--- src/rtl/core/cam_pkg.sv ---
// Shared types and constants for the cross-arm mask filter.
package cam_pkg;

    // Field widths fixed by the block's interface
    localparam int ROW_BITS   = 10;
    localparam int COL_BITS   = 12;
    localparam int CFG_BITS   = 11;
    localparam int ARM_BITS   = 6;
    localparam int INROW_BITS = 11;
    localparam int MAX_HEIGHT = 1024;

    // Queue between front and back
    localparam int QUEUE_DEPTH = 4;
    localparam int QPTR_BITS   = 2;

    // Configuration register indexes
    localparam logic [1:0] REG_ARM_LENGTH   = 2'd0;
    localparam logic [1:0] REG_FRAME_WIDTH  = 2'd1;
    localparam logic [1:0] REG_FRAME_HEIGHT = 2'd2;

    // Request types
    localparam logic REQ_PIXEL = 1'b0;

    // Effective (clamped) frame settings
    typedef struct packed {
        logic [ARM_BITS-1:0] arm;
        logic [CFG_BITS-1:0] width;
        logic [CFG_BITS-1:0] height;
    } frame_cfg_t;

    // One classified request handed from front to back
    typedef struct packed {
        logic                  wr;
        logic                  val;
        logic                  ev;
        logic                  last;
        logic [ROW_BITS-1:0]   in_row;
        logic [COL_BITS-1:0]   col;
        logic [ROW_BITS-1:0]   ev_row;
    } entry_t;

    typedef enum logic [2:0] {
        B_IDLE,
        B_STORE,
        B_SCAN,
        B_SETTLE,
        B_WB
    } back_state_t;

endpackage

--- src/rtl/core/cam_front.sv ---
// Front end: accepts requests, tracks the input position and classifies each request.
module cam_front
(
    input  logic                clk,
    input  logic                rst_n,
    input  logic                restart,
    input  cam_pkg::frame_cfg_t fcfg,
    input  logic                in_valid,
    output logic                in_stall,
    input  logic                req_type,
    input  logic                pixel_on,
    output logic                push,
    output cam_pkg::entry_t     push_data,
    input  logic                q_full
);

    logic [cam_pkg::INROW_BITS-1:0] in_row_reg;
    logic [cam_pkg::INROW_BITS-1:0] in_row_next;
    logic [cam_pkg::COL_BITS-1:0]   in_col_reg;
    logic [cam_pkg::COL_BITS-1:0]   in_col_next;
    logic [cam_pkg::INROW_BITS-1:0] lag_rows;
    logic                           is_last;

    assign in_stall = q_full;
    assign push     = in_valid && !q_full;
    assign lag_rows = cam_pkg::INROW_BITS'(fcfg.arm - 1'b1);

    // Classify the request at the current input position
    always_comb
    begin
        is_last = (in_row_reg == cam_pkg::INROW_BITS'(fcfg.height - 1'b1) + lag_rows)
               && (in_col_reg == cam_pkg::COL_BITS'(fcfg.width - 1'b1));
        push_data.wr     = (in_row_reg < fcfg.height);
        push_data.val    = (req_type == cam_pkg::REQ_PIXEL) ? pixel_on : 1'b0;
        push_data.ev     = (in_row_reg >= lag_rows);
        push_data.last   = is_last;
        push_data.in_row = cam_pkg::ROW_BITS'(in_row_reg);
        push_data.col    = in_col_reg;
        push_data.ev_row = cam_pkg::ROW_BITS'(in_row_reg - lag_rows);
    end

    // Advance the raster position, wrap at frame end
    always_comb
    begin
        in_row_next = in_row_reg;
        in_col_next = in_col_reg;
        if (restart)
        begin
            in_row_next = '0;
            in_col_next = '0;
        end
        else if (push)
        begin
            if (is_last)
            begin
                in_row_next = '0;
                in_col_next = '0;
            end
            else if (cam_pkg::COL_BITS'(in_col_reg + 1'b1)
                     == cam_pkg::COL_BITS'(fcfg.width))
            begin
                in_col_next = '0;
                in_row_next = in_row_reg + 1'b1;
            end
            else
            begin
                in_col_next = in_col_reg + 1'b1;
            end
        end
    end

    always_ff @(posedge clk or negedge rst_n)
    begin
        if (!rst_n)
        begin
            in_row_reg <= '0;
            in_col_reg <= '0;
        end
        else
        begin
            in_row_reg <= in_row_next;
            in_col_reg <= in_col_next;
        end
    end

endmodule

--- config.mk ---
export PLATFORM = sky130hd
export DESIGN_NAME = cam_front
export DESIGN_NICKNAME = d
export VERILOG_FILES = /design/src/rtl/core/cam_pkg.sv /design/src/rtl/core/cam_front.sv
export SDC_FILE = /design/constraint.sdc
export NUM_CORES = 1
export LEC_CHECK = 0
export ABC_AREA = 1
export BUFFER_PORTS_ARGS = -buffer_cell sky130_fd_sc_hd__buf_2
export CORE_MARGIN = 2
export CORE_UTILIZATION = 25
export CTS_CLUSTER_DIAMETER = 40
export CTS_CLUSTER_SIZE = 16
export DETAILED_ROUTE_END_ITERATION = 12
export SLEW_MARGIN = 10
export SYNTH_ARGS = -nofsm -noshare
export SYNTH_HDL_FRONTEND = slang
export SYNTH_SLANG_ARGS = --single-unit
--- constraint.sdc ---
create_clock -name clk -period 5.8 [get_ports clk]
set_input_delay 1.16 -clock clk [delete_from_list [all_inputs] [get_ports clk]]
set_output_delay 1.16 -clock clk [all_outputs]
set_load 0.05 [all_outputs]
==> flow_summary.ini, run 1 <==
[cells_and_area]
nets = 771
drive_gt1_frac = 0.128
largest_reg_flops = 12
fin_util = 0.291
syn2layout_area_growth_pct = 13.6
fill_cells = 1715
antenna_cells = 0

[sta]
max_slew_margin = 0.576
tightest_slew_ps = 634
fin_tns_setup_ps = 0
maxSlewViolCount = 0
hold_viol_final = 0
fin_crit_sh = 0.919
fin_skew_ps = 2.85
max_freq_ghz = 0.188
setup_viol = 0
fin_hold_ws_ps = 627
rsz0062_at_grt = no
setup_ws_ps = 467
min_period_ps = 5330

[clock_network]
clkTransAtPathRegs_ps = 70
clockBufferDepth = 2
htreeDepth = 1
post_cts_buffers = 0
cts_resized = 0
clkLatencyLatePin_ps = 260
clock-sinks = 23
cts_hold_buf = 0
root_buffer = clkbuf_16
cts_tree = done
numCtsBuffers = 3

[route]
dr.pass1.iters = 4
ant_nets = 0
wl_um = 10600
drt_iter0_drc = 114
routedWlPerCell_um = 12.0
avgViaCountPerCell = 4.48
post-route-drc-count = 0
vias = 3952

[min_path]
holdCritPathClass = flop to flop

[yosys]
syn_area_per_cell_um2 = 6.08
synthArstFlopShare = 1.00
yosysMostFrequentCell = nand2_1
netlist_area_um2 = 3890
yosysWarnings = 0
syn-instance-count = 640
ys_seq_elements = 23
synthFlopType = dfrtp_1
ys_types = 41
synth_top_area_frac = 0.177
synthTopCellsByArea = nand2_1 (18%), dfrtp_1 (15%), ha_1 (12%), inv_1 (9.6%), nand3_1 (7.7%)
seq_area_frac_synth = 0.148
yosys-top-cells-count = nand2_1 (184), inv_1 (100), nor2_1 (72)
syn-num-nets = 715
synth_edf_count = 0
synth.largest_area_cell = nand2_1

[pwr]
ir_drop_v = 0.000124
power_density_nw_per_um2 = 164
total_leakage_power_nw = 2.47
finalPower_w = 0.000726

[setup_path]
critPathMaxFanout = 4
critPathMaxStageDelay_ps = 400
rrSetupSlack_ps = 3240
crit_family = adder cells
worstSetupPathType = input pin to output pin
cp-end-kind = output pin
crit_required_ps = 4640
cp-start-kind = input pin
cp.arrival_ps = 4170
crit_slowest_cell = fa_1
crit_chain = buf_2 > inv_1 > ha_1 > ha_1 > inv_1 > ha_1 > fa_1 > or2_2 > nand3_1 > o21ai_0 > nor2_1 > nand4_1 > nor2_1 > nand3_1 > nor2_1 > nand3_1 > nor3_1 > buf_2
crit_buf_inv = 4

[floorplan]
row_count = 45
die_h_um = 129
ioPinCount = 73
initial_core_util = 0.256
fp.dieW_um = 129
dieArea_um2 = 16600
core_area_um2 = 15200

[global_routing]
grt_util_all_layers = 0.135
grt_pass1_wl_um = 18300
grt_max_degree = 26
overflow = 0
grt_pass1_vias = 3838
antenna_found_initial = 0

[placed_design]
io_buffers = 72
pre_cts_slack_ps = 361
dp_hpwl_um = 8790
place.gp.congestion = 0.882

[job]
maxCapViolations = 0

[status]
status = finished clean
## cell families after synthesis
group | Yosys count | synth area share
and+or+nand+nor | 351 | 0.389
buffers and inverters | 124 | 0.137
xor gates and xnor gates | 55 | 0.124
AOI/OAI and AO/OA | 47 | 0.0698
adders and majority gates | 40 | 0.132
DFF | 23 | 0.148
## final cells by class
class / instances / area [µm²] / share of cell area
clock buffer: 4 / 78.8 / 0.0178
tap: 188 / 235 / 0.0532
multi-input combinational: 493 / 2780 / 0.629
inverter: 102 / 383 / 0.0866
sequential: 23 / 576 / 0.130
timing repair buffer: 73 / 368 / 0.0832
## routing by layer
metal / track usage / routed length [µm]
met5: 0 / 0
met4: 0.0217 / 119
met3: 0.0175 / 506
met2: 0.223 / 4420
met1: 0.191 / 5590
## stage by stage
step,cell area [µm²],std cells
2_1_floorplan,3890,640
3_3_place_gp,4340,879
3_5_place_dp,4340,879
4_1_cts,4420,883
5_1_grt,4420,883
6_report,4420,883
## power breakdown
| group | internal [W] | total (W) | leakage (nW) | switching [W] |
|---|---|---|---|---|
| Combinational | 0.000122 | 0.000386 | 2.11 | 0.000264 |
| Clock | 0.0000941 | 0.000158 | 0.0382 | 0.0000639 |
| Sequential | 0.000167 | 0.000182 | 0.317 | 0.0000153 |
| Total | 0.000382 | 0.000726 | 2.47 | 0.000343 |
## worst reg2reg max path: cells and delay by family, from the launching register on
kind,cells,cell delay (ps)
adder cells (fa/ha/maj),1,240
buffers and inverters,2,300
flip-flops,1,460
AND/OR/NAND/NOR,12,1460
## layout by cell type (no fill, tap or decap), types with 3 or more instances in the layout
cell type	instances
nand2_2	3
xor2_1	33
nand2_1	184
a21oi_1	16
dfrtp_1	23
inv_1	100
o22ai_1	5
ha_1	38
nor2_1	72
nand3_1	60
xnor2_1	22
nor3_1	5
o21ai_0	14
buf_2	72
nand4_1	10
a21boi_0	3
clkbuf_16	3
## final timing paths
kind	start	endpoint	cells past startpoint
worst max-delay path	fcfg[22]	push_data[32]	18
worst min-delay path	in_col_reg[1]	in_col_reg[1]	2
worst max register to register	in_col_reg[0]	in_col_reg[10]	15
worst min register to register	in_col_reg[1]	in_col_reg[1]	2
max in group asynchronous	rst_n	in_row_reg[4]	1
min in group asynchronous	rst_n	in_col_reg[10]	1
Power figures use the tool's default switching activity.
==> inputs of run 2 (changes only) <==
--- a/config.mk
+++ b/config.mk
@@ -12,7 +12,8 @@
 export CTS_CLUSTER_DIAMETER = 40
 export CTS_CLUSTER_SIZE = 16
 export DETAILED_ROUTE_END_ITERATION = 12
-export SLEW_MARGIN = 10
+export REMOVE_ABC_BUFFERS = 1
+export SLEW_MARGIN = 15
 export SYNTH_ARGS = -nofsm -noshare
 export SYNTH_HDL_FRONTEND = slang
 export SYNTH_SLANG_ARGS = --single-unit
==> flow_summary.ini, run 2 (synthesized netlist as in run 1, its figures left out) <==
[route]
drt_iter0_drc = 232
post-route-drc-count = 0
routedWlPerCell_um = 12.4
dr.pass1.iters = 6
wl_um = 10900
ant_nets = 0
avgViaCountPerCell = 4.55
vias = 4016

[job]
maxCapViolations = 0

[clock_network]
post_cts_buffers = 0
numCtsBuffers = 3
clockBufferDepth = 2
clkTransAtPathRegs_ps = 70
cts_tree = done
cts_resized = 0
clock-sinks = 23
clkLatencyLatePin_ps = 270
htreeDepth = 1
root_buffer = clkbuf_16
cts_hold_buf = 0

[pwr]
total_leakage_power_nw = 2.46
p_int_w = 0.000382
p_sw_frac = 0.478
switchingPower_w = 0.000350
clock_power_share = 0.222
combPwrFrac = 0.528
finalPower_w = 0.000731
ir_drop_v = 0.0000896
p_seq_frac = 0.250
power_density_nw_per_um2 = 165

[sta]
tightest_slew_ps = 618
fin_skew_ps = 5.43
rsz0062_at_grt = no
hold_viol_final = 0
setup_viol = 0
maxSlewViolCount = 0
fin_tns_setup_ps = 0
fin_crit_sh = 0.932
min_period_ps = 5410
max_slew_margin = 0.586
max_freq_ghz = 0.185
fin_hold_ws_ps = 621

[status]
status = finished clean

[floorplan]
die_h_um = 129
core_area_um2 = 15200
fp.dieW_um = 129
ioPinCount = 73
row_count = 45
dieArea_um2 = 16600
initial_core_util = 0.256

[setup_path]
worstSetupPathType = input pin to output pin
rr_worst_depth = 15
rrSetupSlack_ps = 3250
crit_required_ps = 4640
reg2reg_to = in_col_reg[4]
crit_slowest_cell = fa_1
reg2reg_from = in_col_reg[0]
cp.arrival_ps = 4250
crit_buf_inv = 4
crit_family = adder cells
critPathMaxFanout = 4
critPathMaxStageDelay_ps = 400
cp-end-kind = output pin
cp-start-kind = input pin
crit_chain = buf_2 > inv_1 > ha_1 > ha_1 > inv_1 > ha_1 > fa_1 > or2_2 > nand3_1 > o21ai_0 > nor2_1 > nand4_1 > nor2_1 > nand3_1 > nor2_1 > nand3_1 > nor3_1 > buf_2

[cells_and_area]
syn2layout_area_growth_pct = 13.5
antenna_cells = 0
layout_common_cells = nand2_1 (184), inv_1 (100), nor2_1 (72), buf_2 (72), nand3_1 (60)
largest_reg_flops = 12
fin_util = 0.291
drive_gt1_frac = 0.128
mostFrequentLayoutCell = nand2_1
nets = 770

[min_path]
hp-start = in_col_reg[1]
min_to = in_col_reg[1]
holdPathStages = 2
holdCritPathClass = flop to flop

[global_routing]
grt_pass1_vias = 3744
overflow = 0
antenna_found_initial = 0
grt_max_degree = 26
grt_pass1_wl_um = 18100
grt_util_all_layers = 0.134

[placed_design]
dp_hpwl_um = 8900
place.gp.congestion = 0.835
io_buffers = 72
run 2: changes by cell type in the layout (fill, tap and decap cells not counted), sizes merged:
cell      change
clkinvlp      +1
clkbuf        -1
buf           -1
run 2: worst max-delay path by stage:
stage                    end  depth (start not counted)      from  slack [ps]
2_1_floorplan  push_data[32]                         16  fcfg[22]         210
3_3_place_gp   push_data[32]                         18  fcfg[22]         360
4_1_cts        push_data[32]                         18  fcfg[22]         330
6_report       push_data[32]                         18  fcfg[22]         390
3_5_place_dp   push_data[32]                         18  fcfg[22]         320
5_1_grt        push_data[32]                         18  fcfg[22]         130
run 2: per-layer routing:
layer  GRT usage  vias to the layer above  share of wire
met5           0                        -              0
met4      0.0243                        0          0.010
met3      0.0116                       10          0.044
met2       0.219                      104           0.44
met1       0.193                     1787           0.50
li1            -                     2115              -
run 2: stage by stage:
step                      worst slack, ps  area (µm²)  std cells
after floorplan                       214        3740        618
after global placement                356        4340        878
after detailed placement              323        4340        878
after CTS                             327        4420        882
after global routing                  133        4420        882
final                                 393        4420        882
run 2: area by class of cell:
| type | instances | area (µm²) |
|---|---|---|
| fillers | 1752 | 10800 |
| multi-input cells | 493 | 2780 |
| flip-flops and latches | 23 | 576 |
| inverters | 102 | 383 |
| repair buffers | 72 | 360 |
| well taps | 188 | 235 |
| clock buffers | 3 | 75.1 |
| clock inverters | 1 | 7.51 |
run 2: worst min-delay path, stage by stage, from the launching register on:
cell and delay [ps]:
dfrtp_1 450, nand2_1 80, o21ai_0 60
run 2: power by group through the flow:
stage	Combinational (W)	Sequential, W	Clock [W]
floorplan	0.000267	0.000204	0
global placement	0.000386	0.000186	0
detailed placement	0.000387	0.000186	0
CTS	0.000389	0.000183	0.000166
global route	0.000433	0.000185	0.000173
finish	0.000386	0.000183	0.000162
