**src/rtl/core/cam_pkg.sv**
```systemverilog
// Shared types and constants for the cross-arm mask filter.
package cam_pkg;

    // Field widths fixed by the block's interface
    localparam int ROW_BITS   = 10;
    localparam int COL_BITS   = 12;
    localparam int CFG_BITS   = 11;
    localparam int ARM_BITS   = 6;
    localparam int INROW_BITS = 11;
    localparam int MAX_HEIGHT = 1024;

    // Queue between front and back
    localparam int QUEUE_DEPTH = 4;
    localparam int QPTR_BITS   = 2;

    // Configuration register indexes
    localparam logic [1:0] REG_ARM_LENGTH   = 2'd0;
    localparam logic [1:0] REG_FRAME_WIDTH  = 2'd1;
    localparam logic [1:0] REG_FRAME_HEIGHT = 2'd2;

    // Request types
    localparam logic REQ_PIXEL = 1'b0;

    // Effective (clamped) frame settings
    typedef struct packed {
        logic [ARM_BITS-1:0] arm;
        logic [CFG_BITS-1:0] width;
        logic [CFG_BITS-1:0] height;
    } frame_cfg_t;

    // One classified request handed from front to back
    typedef struct packed {
        logic                  wr;
        logic                  val;
        logic                  ev;
        logic                  last;
        logic [ROW_BITS-1:0]   in_row;
        logic [COL_BITS-1:0]   col;
        logic [ROW_BITS-1:0]   ev_row;
    } entry_t;

    typedef enum logic [2:0] {
        B_IDLE,
        B_STORE,
        B_SCAN,
        B_SETTLE,
        B_WB
    } back_state_t;

endpackage

```
**src/rtl/core/cam_queue.sv**
```systemverilog
// Small FIFO of classified requests between front and back.
module cam_queue
(
    input  logic            clk,
    input  logic            rst_n,
    input  logic            push,
    input  cam_pkg::entry_t push_data,
    input  logic            pop,
    output cam_pkg::entry_t head,
    output logic            full,
    output logic            empty
);

    cam_pkg::entry_t                   slots_reg [cam_pkg::QUEUE_DEPTH];
    logic [cam_pkg::QPTR_BITS-1:0]     wp_reg;
    logic [cam_pkg::QPTR_BITS-1:0]     rp_reg;
    logic [cam_pkg::QPTR_BITS:0]       cnt_reg;

    assign full  = (cnt_reg == (cam_pkg::QPTR_BITS+1)'(cam_pkg::QUEUE_DEPTH));
    assign empty = (cnt_reg == '0);
    assign head  = slots_reg[rp_reg];

    // Advance pointers and count
    always_ff @(posedge clk or negedge rst_n)
    begin
        if (!rst_n)
        begin
            wp_reg  <= '0;
            rp_reg  <= '0;
            cnt_reg <= '0;
        end
        else
        begin
            if (push)
            begin
                wp_reg <= wp_reg + 1'b1;
            end
            if (pop)
            begin
                rp_reg <= rp_reg + 1'b1;
            end
            if (push && !pop)
            begin
                cnt_reg <= cnt_reg + 1'b1;
            end
            else if (pop && !push)
            begin
                cnt_reg <= cnt_reg - 1'b1;
            end
        end
    end

    // Store requests
    always_ff @(posedge clk)
    begin
        if (push)
        begin
            slots_reg[wp_reg] <= push_data;
        end
    end

endmodule

```
**config.mk**
```make
export PLATFORM = sky130hd
export DESIGN_NAME = cam_queue
export DESIGN_NICKNAME = d
export VERILOG_FILES = /design/src/rtl/core/cam_pkg.sv /design/src/rtl/core/cam_queue.sv
export SDC_FILE = /design/constraint.sdc
export NUM_CORES = 1
export LEC_CHECK = 0
export ABC_AREA = 0
export BUFFER_PORTS_ARGS = -buffer_cell sky130_fd_sc_hd__buf_2
export CORE_AREA = 2 2 156 158
export DETAILED_ROUTE_END_ITERATION = 8
export DIE_AREA = 0 0 158 160
export REMOVE_ABC_BUFFERS = 1
export SLEW_MARGIN = 20
export SYNTH_ARGS = -nofsm -noshare
export SYNTH_HDL_FRONTEND = slang
export SYNTH_SLANG_ARGS = --single-unit
```
**constraint.sdc**
```tcl
create_clock -name clk -period 2 [get_ports clk]
set_clock_uncertainty 0.15 [all_clocks]
set_input_delay 0.3 -clock clk [delete_from_list [all_inputs] [get_ports clk]]
set_output_delay 0.3 -clock clk [all_outputs]
set_load 0.1 [all_outputs]
```
==> results of run 1 <==
==> worst max path at each step <==
stage | endpoint | cells after the start
2_1_floorplan | full | 1
3_3_place_gp | head[33] | 3
3_5_place_dp | head[20] | 3
4_1_cts | head[20] | 3
5_1_grt | head[16] | 3
6_report | head[16] | 3
==> Yosys cell counts <==
| master | instances | area (µm²) |
|---|---|---|
| edfxtp_1 | 144 | 4320 |
| and2_1 | 4 | 25.0 |
| ha_1 | 5 | 62.6 |
| buf_2 | 4 | 20.0 |
| nand2_1 | 2 | 7.51 |
| inv_1 | 4 | 15.0 |
| buf_12 | 2 | 40.0 |
| nor3b_1 | 1 | 7.51 |
| nor2_1 | 1 | 3.75 |
| o21ai_0 | 1 | 5.00 |
| nor3_1 | 1 | 5.00 |
| dfrtp_1 | 7 | 175 |
| mux2_2 | 1 | 11.3 |
| fa_1 | 1 | 20.0 |
| buf_4 | 1 | 7.51 |
| xnor2_1 | 2 | 17.5 |
| xor2_1 | 4 | 35.0 |
| mux4_2 | 36 | 811 |
| buf_6 | 1 | 11.3 |
==> cell type report <==
| class | count | share of cell area |
|---|---|---|
| Timing Repair Buffer | 125 | 0.149 |
| Tap cell | 324 | 0.0532 |
| Clock buffer | 17 | 0.0559 |
| Multi-Input combinational cell | 59 | 0.133 |
| Sequential cell | 151 | 0.591 |
| Clock inverter | 14 | 0.0154 |
| Inverter | 4 | 0.00197 |
==> cell families (layout without fill, tap and decap cells) <==
kind of cell,count (synthesis),in the layout,synth area share
and+or+nand+nor,9,9,0.00871
xor gates and xnor gates,6,6,0.00938
DFF,151,151,0.803
buffers and inverters,12,160,0.0167
muxes,37,37,0.147
AOI/OAI and AO/OA,1,1,0.000892
adders and majority gates,6,6,0.0147
==> through the flow <==
stage          area (µm²)  setup slack, ns  cells   util
4_1_cts              7600           -0.325    694  0.319
5_1_grt              7610           -0.348    694  0.320
6_report             7610           -0.264    694  0.320
3_5_place_dp         6450           0.0477    625  0.271
3_3_place_gp         6450           0.0656    625  0.271
2_1_floorplan        5530            -1.10    214      -
==> cell usage in the layout, fill, tap and decap left out, drive strengths merged <==
master,netlist,final
nor3b,1,1
nand2,2,2
dlygate4sd3,0,38
xnor2,2,2
buf,8,87
o21ai,1,1
dfrtp,7,7
nor3,1,1
clkbuf,0,17
ha,5,5
nor2,1,1
mux2,1,1
and2,4,4
clkinv,0,3
xor2,4,4
inv,4,11
fa,1,1
edfxtp,144,144
mux4,36,36
clkinvlp,0,4
==> per-layer routing <==
metal,up-vias,wire [µm],GRT usage
met5,-,0,0
met4,0,189,0.0422
met3,7,274,0.0225
met2,47,5620,0.151
met1,1431,4330,0.101
li1,1208,-,-
==> repair_timing <==
item,4_1_cts,5_1_grt
hold buffers,38,0
hold endpoints to repair,152,0
gates resized for setup,74,3
gates cloned,0,0
endpoints found under the setup margin,38,36
==> results.md, run 1 <==
* CTS tree: done
* WL/cell at 15.0 µm
* DRC violations left at 0
* CP bufs+invs at 2
* Final Hold Viols at 0
* Area taken by multi-input logic gates at 1020 µm²
* Htree depth at 4
* Worst Path Arrival at 1.81 ns
* Status: complete, but fails checks
* Core ar. at 23800 µm²
* Chip Height at 160 µm
* Fin Setup TNS at -8.36 ns
* Max_cap viols at 0
* Clock latency on the worst-skew pair at 0.41 ns
* Root buffer cell: clkbuf_16
* Synth warn at 0
* Largest net degree at the start of global routing at 37
* Post-DRT Antenna Nets at 0
* Initial DRC Count at 180
* FP Rows at 57
* Worst-path clk slew at 0.07 ns
* HP Class: input pin to flop
* Critical path origin: rp_reg[0]
* Layout area overhead at 35.9%
* Setup ws final at -0.264 ns
* Sequential share of the synthesized area at 0.803
* Count of final setup violators at 36
* #FFs+latches synth at 151
* Hold Path Origin: push
* Layout cells sized above 1 at 0.432
* Vias in the first global route at 2991
* First-pass GRT wire length at 16300 µm
* GP Congestion at 0.647
* Critical path fanouts, max at 21
* Clk sink count at 151
* Die extent in x at 158 µm
* Initial antenna violation count at 0
* I/O Buffers at 77
* Hold path cells at 2
* Worst r2r src: wp_reg[0]
* TritonCTS buffer count at 17
* Fin crit period at 2.26 ns
* Post-synth cell types at 19
* Filler Cell Count at 2325
* Setup Fix Bufs, Post-CTS at 0
* Worst reg-to-reg path cell count at 4
* Critical path's top delay family: multiplexers
* Mapped Cells at 222
* Initial Util at 0.235
* Register area at 4500 µm²
* Total GRT Usage at 0.0878
* Max Slew Vio Count at 0
* Worst path required time at 1.55 ns
* Max reg flops at 144
* Mapped Area at 5600 µm²
* Crit-path cells: buf_12 > mux4_2 > buf_6
* Hpwl dp at 6330 µm
* Via count at 2693
* Clock Path Buffers at 2
* N_diodes at 0
* Ports at 78
* Unrepaired setup endpoints after global routing: true
* CP Capture Type: primary output
* Max stage delay on crit path at 0.55 ns
* GRT overflow at 0
* DR vias/cell at 3.88
* Fin crit share at 1.13
* Slowest cell on crit path: mux4_2
* Startpoint Class: flop
* Failing checks: negative setup slack
* Min Hold Slack at 0.0355 ns
* Total wire length at 10400 µm
* Post-Syn Area per Cell at 25.2 µm²
* Final nets at 404
* WS Path Type: flop to primary output
* Die ar. at 25300 µm²
* Hold Crit Endpoint: wp_reg[0]
* Flop-to-flop setup slack at 0.36 ns
* Relative slew slack at 0.755
* Reg-to-reg endpoint: slots_reg[2][22]
* DRT Pass-1 Iters at 3
* Tightest Pin Transition at 0.367 ns
* Achievable Freq at 442 MHz
Power of run 1 is not shown: default switching activity piles up to over one toggle a cycle in this logic, so the estimate is an artifact.
==> run 2, diff against run 1 <==
Settings changed: ABC_CLOCK_PERIOD_IN_PS set to 2000, CORE_AREA 2 2 156 158 to 2 2 115 117, DIE_AREA 0 0 158 160 to 0 0 117 119, PLACE_DENSITY set to 0.67.
==> run 2 against run 1 <==
The run still ends with negative setup slack left; critical path depth stayed put; utilization increased by 26 points; sequential share of layout area up 1.2 points; sequential cell count unchanged; wire length decreased by 6.5%; worst hold slack is essentially flat.
==> results.md, run 2 (synthesis results as in run 1) <==
* Max reg flops at 144 (unchanged)
* Fin crit share at 1.13 (-0.00471)
* DRC violations left at 0 (unchanged)
* Core ar. at 12900 µm² (-46%)
* GRT overflow at 0 (unchanged)
* Commonest cells after routing, fill and taps aside: 144 x edfxtp_1, 39 x buf_2, 38 x dlygate4sd3_1
* Relative slew slack at 0.795 (+0.0392)
* Met3 routed WL at 494 µm (+80%)
* I/O Buffers at 77 (unchanged)
* Clock latency on the worst-skew pair at 0.41 ns (about the same)
* Layout cells sized above 1 at 0.430 (-0.00195)
* DR vias/cell at 4.87 (+26%)
* Die extent in x at 117 µm (-26%)
* Total GRT Usage at 0.155 (+0.0676)
* Startpoint Class: flop
* WS Path Type: flop to primary output
* Metal-1 WL at 4010 µm (-7.3%)
* TritonCTS buffer count at 17 (unchanged)
* Post-DRT Antenna Nets at 0 (unchanged)
* Top sig layer: met4
* Clock Path Buffers at 2 (unchanged)
* DR WL met2 at 5070 µm (-9.9%)
* Root buffer cell: clkbuf_16
* Hpwl dp at 6090 µm (-3.9%)
* Achievable Freq at 444 MHz (+0.42%)
* Status: complete, but fails checks
* Final nets at 408 (+0.99%)
* Clk sink count at 151 (unchanged)
* Max_cap viols at 0 (unchanged)
* Max Slew Vio Count at 0 (unchanged)
* Tightest Pin Transition at 0.308 ns (-0.0588 ns)
* Chip Height at 119 µm (-26%)
* Filler Cell Count at 959 (-59%)
* Largest net degree at the start of global routing at 21 (-43%)
* Failing checks: negative setup slack
* DRT Pass-1 Iters at 5 (+2)
* Setup ws final at -0.255 ns (+0.00942 ns)
* GP Congestion at 0.690 (+6.7%)
* Worst path required time at 1.55 ns (about the same)
* Initial DRC Count at 174 (-3.3%)
* Count of final setup violators at 36 (unchanged)
* Fin crit period at 2.25 ns (-0.00942 ns)
* Initial Util at 0.435 (+0.200)
* Most common cell after layout, fill and taps aside: edfxtp_1
* Util after Layout at 0.579 (+0.260)
* First-pass GRT wire length at 15400 µm (-5.7%)
* Critical path fanouts, max at 20 (-4.8%)
* HP Class: input pin to flop
* Layout area overhead at 33.1%
* Hold Path Origin: push
* Critical path origin: rp_reg[0]
* FP Rows at 42 (-26%)
* Vias in the first global route at 2920 (-2.4%)
* Initial antenna violation count at 0 (unchanged)
* Die ar. at 13900 µm² (-45%)
* CP Capture Type: primary output
* Worst-path clk slew at 0.06 ns (about the same)
* N_diodes at 0 (unchanged)
* CTS tree: done
* Total wire length at 9730 µm (-6.5%)
* Worst Path Arrival at 1.80 ns (about the same)
* Worst r2r src: wp_reg[0]
* Unrepaired setup endpoints after global routing: true
* Ports at 78 (unchanged)
* Final Hold Viols at 0 (unchanged)
* WL/cell at 17.7 µm (+18%)
* Htree depth at 4 (unchanged)
* Via count at 2679 (-0.52%)
[run 2: repair_timing]
action,CTS,global route
resized for setup,73,1
setup buffers,0,0
hold endpoints to repair,152,0
pin swaps,0,0
hold buffers,38,0
endpoints found under the setup margin,37,37
[run 2: final timing paths]
check                                   endpoint  depth (start not counted)  slack [ns]
max in group asynchronous              rp_reg[1]                          2        1.40
worst min register to register        cnt_reg[2]                          1        0.34
min in group asynchronous             cnt_reg[2]                          2        0.11
worst min-delay path                   wp_reg[0]                          2        0.04
worst max register to register  slots_reg[2][35]                          4        0.31
worst max-delay path                    head[17]                          3       -0.25
[run 2: worst max-delay path, stage by stage (launching register included)]
cell and delay [ns]:
dfrtp_2 0.40, buf_12 0.21, mux4_2 0.56, buf_6 0.21
[run 2: layout make-up]
type / count / area [µm²] / share of cell area
clock buffers: 18 / 429 / 0.0575
clock inverters: 13 / 114 / 0.0153
flip-flops and latches: 151 / 4500 / 0.603
well taps: 176 / 220 / 0.0295
repair buffers: 129 / 1160 / 0.156
multi-input cells: 59 / 1020 / 0.136
inverters: 4 / 15.0 / 0.00201
[run 2: metal layers]
metal,up-vias,GRT usage
li1,1212,-
met1,1383,0.183
met2,67,0.257
met3,17,0.0590
met4,0,0.0618
met5,-,0
[run 2: through the flow]
stage / worst slack [ns] / instance area (µm²) / setup TNS (ns) / hold WS [ns] / instances
3_3_place_gp: 0.0786 / 6310 / 0 / 0.00556 / 481
5_1_grt: -0.323 / 7460 / -10.46 / 0.0409 / 550
4_1_cts: -0.291 / 7460 / -9.38 / 0.0186 / 550
3_5_place_dp: 0.0826 / 6310 / 0 / 0.00587 / 481
2_1_floorplan: -1.10 / 5530 / -39.97 / -0.146 / 214
6_report: -0.255 / 7460 / -7.95 / 0.0355 / 550
Power of run 2 is left out for the same reason.
==> run 3, diff against run 2 <==
Settings changed: BUFFER_PORTS_ARGS -buffer_cell sky130_fd_sc_hd__buf_2 to -buffer_cell sky130_fd_sc_hd__clkbuf_2, SKIP_LAST_GASP set to 1.
==> run 3 against run 2 <==
The run still ends with negative setup slack left; final area grew 5.0%; setup slack lost 0.025 ns; global-route usage is essentially flat; utilization grew 2.9 points; wire length grew 0.80%; largest cell class unchanged; register-to-register slack gained 0.06 ns; final cell count grew 0.55%.
==> results.md, run 3 (synthesis results as in run 1) <==
* Total GRT Usage at 0.155 (about the same)
* Worst path required time at 1.55 ns (about the same)
* Clk sink count at 151 (unchanged)
* Root buffer cell: clkbuf_16
* First-pass GRT wire length at 15200 µm (-0.67%)
* CP Capture Type: primary output
* Layout area overhead at 39.8%
* Vias in the first global route at 2969 (+1.7%)
* Fin crit period at 2.28 ns (+0.0246 ns)
* WS Path Type: flop to primary output
* Hold Path Origin: push
* Unrepaired setup endpoints after global routing: true
* Commonest cells after routing, fill and taps aside: 144 x edfxtp_1, 39 x clkbuf_2, 39 x buf_12
* Register area at 4500 µm² (unchanged)
* Achievable Freq at 439 MHz (-1.1%)
* Worst Path Arrival at 1.83 ns (+0.03 ns)
* GRT overflow at 0 (unchanged)
* GP Congestion at 0.652 (-5.5%)
* Final Hold Viols at 0 (unchanged)
* Largest net degree at the start of global routing at 38 (+81%)
* Max_cap viols at 0 (unchanged)
* Setup ws final at -0.279 ns (-0.0246 ns)
* Relative slew slack at 0.770 (-0.0248)
* Die ar. at 13900 µm² (unchanged)
* TritonCTS buffer count at 17 (unchanged)
* Initial antenna violation count at 0 (unchanged)
* GR Layer Usage met2 at 0.254 (-0.00289)
* Total wire length at 9810 µm (+0.80%)
* Tightest Pin Transition at 0.345 ns (+0.0372 ns)
* Hpwl dp at 5660 µm (-7.1%)
* Flop-to-flop setup slack at 0.37 ns (+0.06 ns)
* Htree depth at 4 (unchanged)
* I/O Buffers at 77 (unchanged)
* Clock Path Buffers at 2 (unchanged)
* DR vias/cell at 4.85 (-0.47%)
* GRT met1 Usage at 0.186 (+0.00357)
* Filler Cell Count at 904 (-5.7%)
* Top Usage Layer GRT: met2
* Hold Crit Endpoint: wp_reg[0]
* Reg-to-reg endpoint: slots_reg[0][13]
* Fin crit share at 1.14 (+0.0123)
* N_diodes at 0 (unchanged)
* FP Rows at 42 (unchanged)
* Core ar. at 12900 µm² (unchanged)
* Worst-path clk slew at 0.06 ns (about the same)
* Post-DRT Antenna Nets at 0 (unchanged)
* Failing checks: negative setup slack
* Count of final setup violators at 36 (unchanged)
* Met3 Usage GRT at 0.0682 (+0.00916)
* Clock latency on the worst-skew pair at 0.41 ns (about the same)
* DP Worst Slack at 0.148 ns (+0.0650 ns)
* Hold path cells at 2 (unchanged)
* Critical path fanouts, max at 4 (-80%)
* Startpoint Class: flop
* Area taken by multi-input logic gates at 1020 µm² (unchanged)
* Layout cells sized above 1 at 0.435 (+0.00453)
* Status: complete, but fails checks
* Worst r2r src: wp_reg[0]
* Final nets at 410 (+0.49%)
* HP Class: input pin to flop
* Die extent in x at 117 µm (unchanged)
* WL/cell at 17.7 µm (+0.25%)
* Most common cell after layout, fill and taps aside: edfxtp_1
* Initial DRC Count at 113 (-35%)
* Min Hold Slack at 0.0507 ns (+0.0152 ns)
* Worst reg-to-reg path cell count at 4 (unchanged)
* CTS tree: done
* Chip Height at 119 µm (unchanged)
* Ports at 78 (unchanged)
* Initial Util at 0.435 (unchanged)
* Max Slew Vio Count at 0 (unchanged)
* Via count at 2681 (+0.075%)
* DRT Pass-1 Iters at 4 (-1)
* DRC violations left at 0 (unchanged)
* Max reg flops at 144 (unchanged)
run 3: how the worst max path moves through the flow:
stage | end | startpoint | cells after the start | slack, ns
floorplan | full | cnt_reg[0] | 1 | -1.10
global placement | head[10] | rp_reg[0] | 3 | 0.15
detailed placement | head[10] | rp_reg[0] | 3 | 0.15
CTS | head[1] | rp_reg[0] | 4 | -0.30
global route | head[14] | rp_reg[0] | 4 | -0.34
finish | head[14] | rp_reg[0] | 4 | -0.28
run 3: area by class of cell:
type | instances | area share
inverters | 4 | 0.00192
flip-flops and latches | 151 | 0.575
repair buffers | 131 | 0.196
clock buffers | 21 | 0.0562
multi-input cells | 59 | 0.130
clock inverters | 11 | 0.0137
well taps | 176 | 0.0281
run 3: worst max-delay path, cell delays in order (launching register included):
cell and delay [ns]:
dfrtp_2 0.41, buf_6 0.13, clkbuf_16 0.14, mux4_2 0.54, buf_12 0.19
run 3: metrics by stage:
step	instance area [µm²]	util	setup TNS, ns	instances
final	7830	0.608	-9.05	553
after global routing	7830	0.608	-11.63	553
after CTS	7770	0.604	-9.79	551
after detailed placement	6800	0.528	0	478
after global placement	6800	0.528	0	478
after floorplan	5530	-	-39.97	214
run 3: repair_timing:
item / in CTS / in global routing
hold endpoints to repair: 152 / 0
endpoints found under the setup margin: 38 / 37
setup buffers: 2 / 0
resized for setup: 3 / 3
hold buffers: 38 / 0
cloned: 1 / 2
run 3: routing by layer:
layer	vias up	wire (µm)
met5	-	0
met3	8	498
met4	0	74
met1	1386	3990
li1	1216	-
met2	71	5250
Power of run 3 is left out for the same reason.
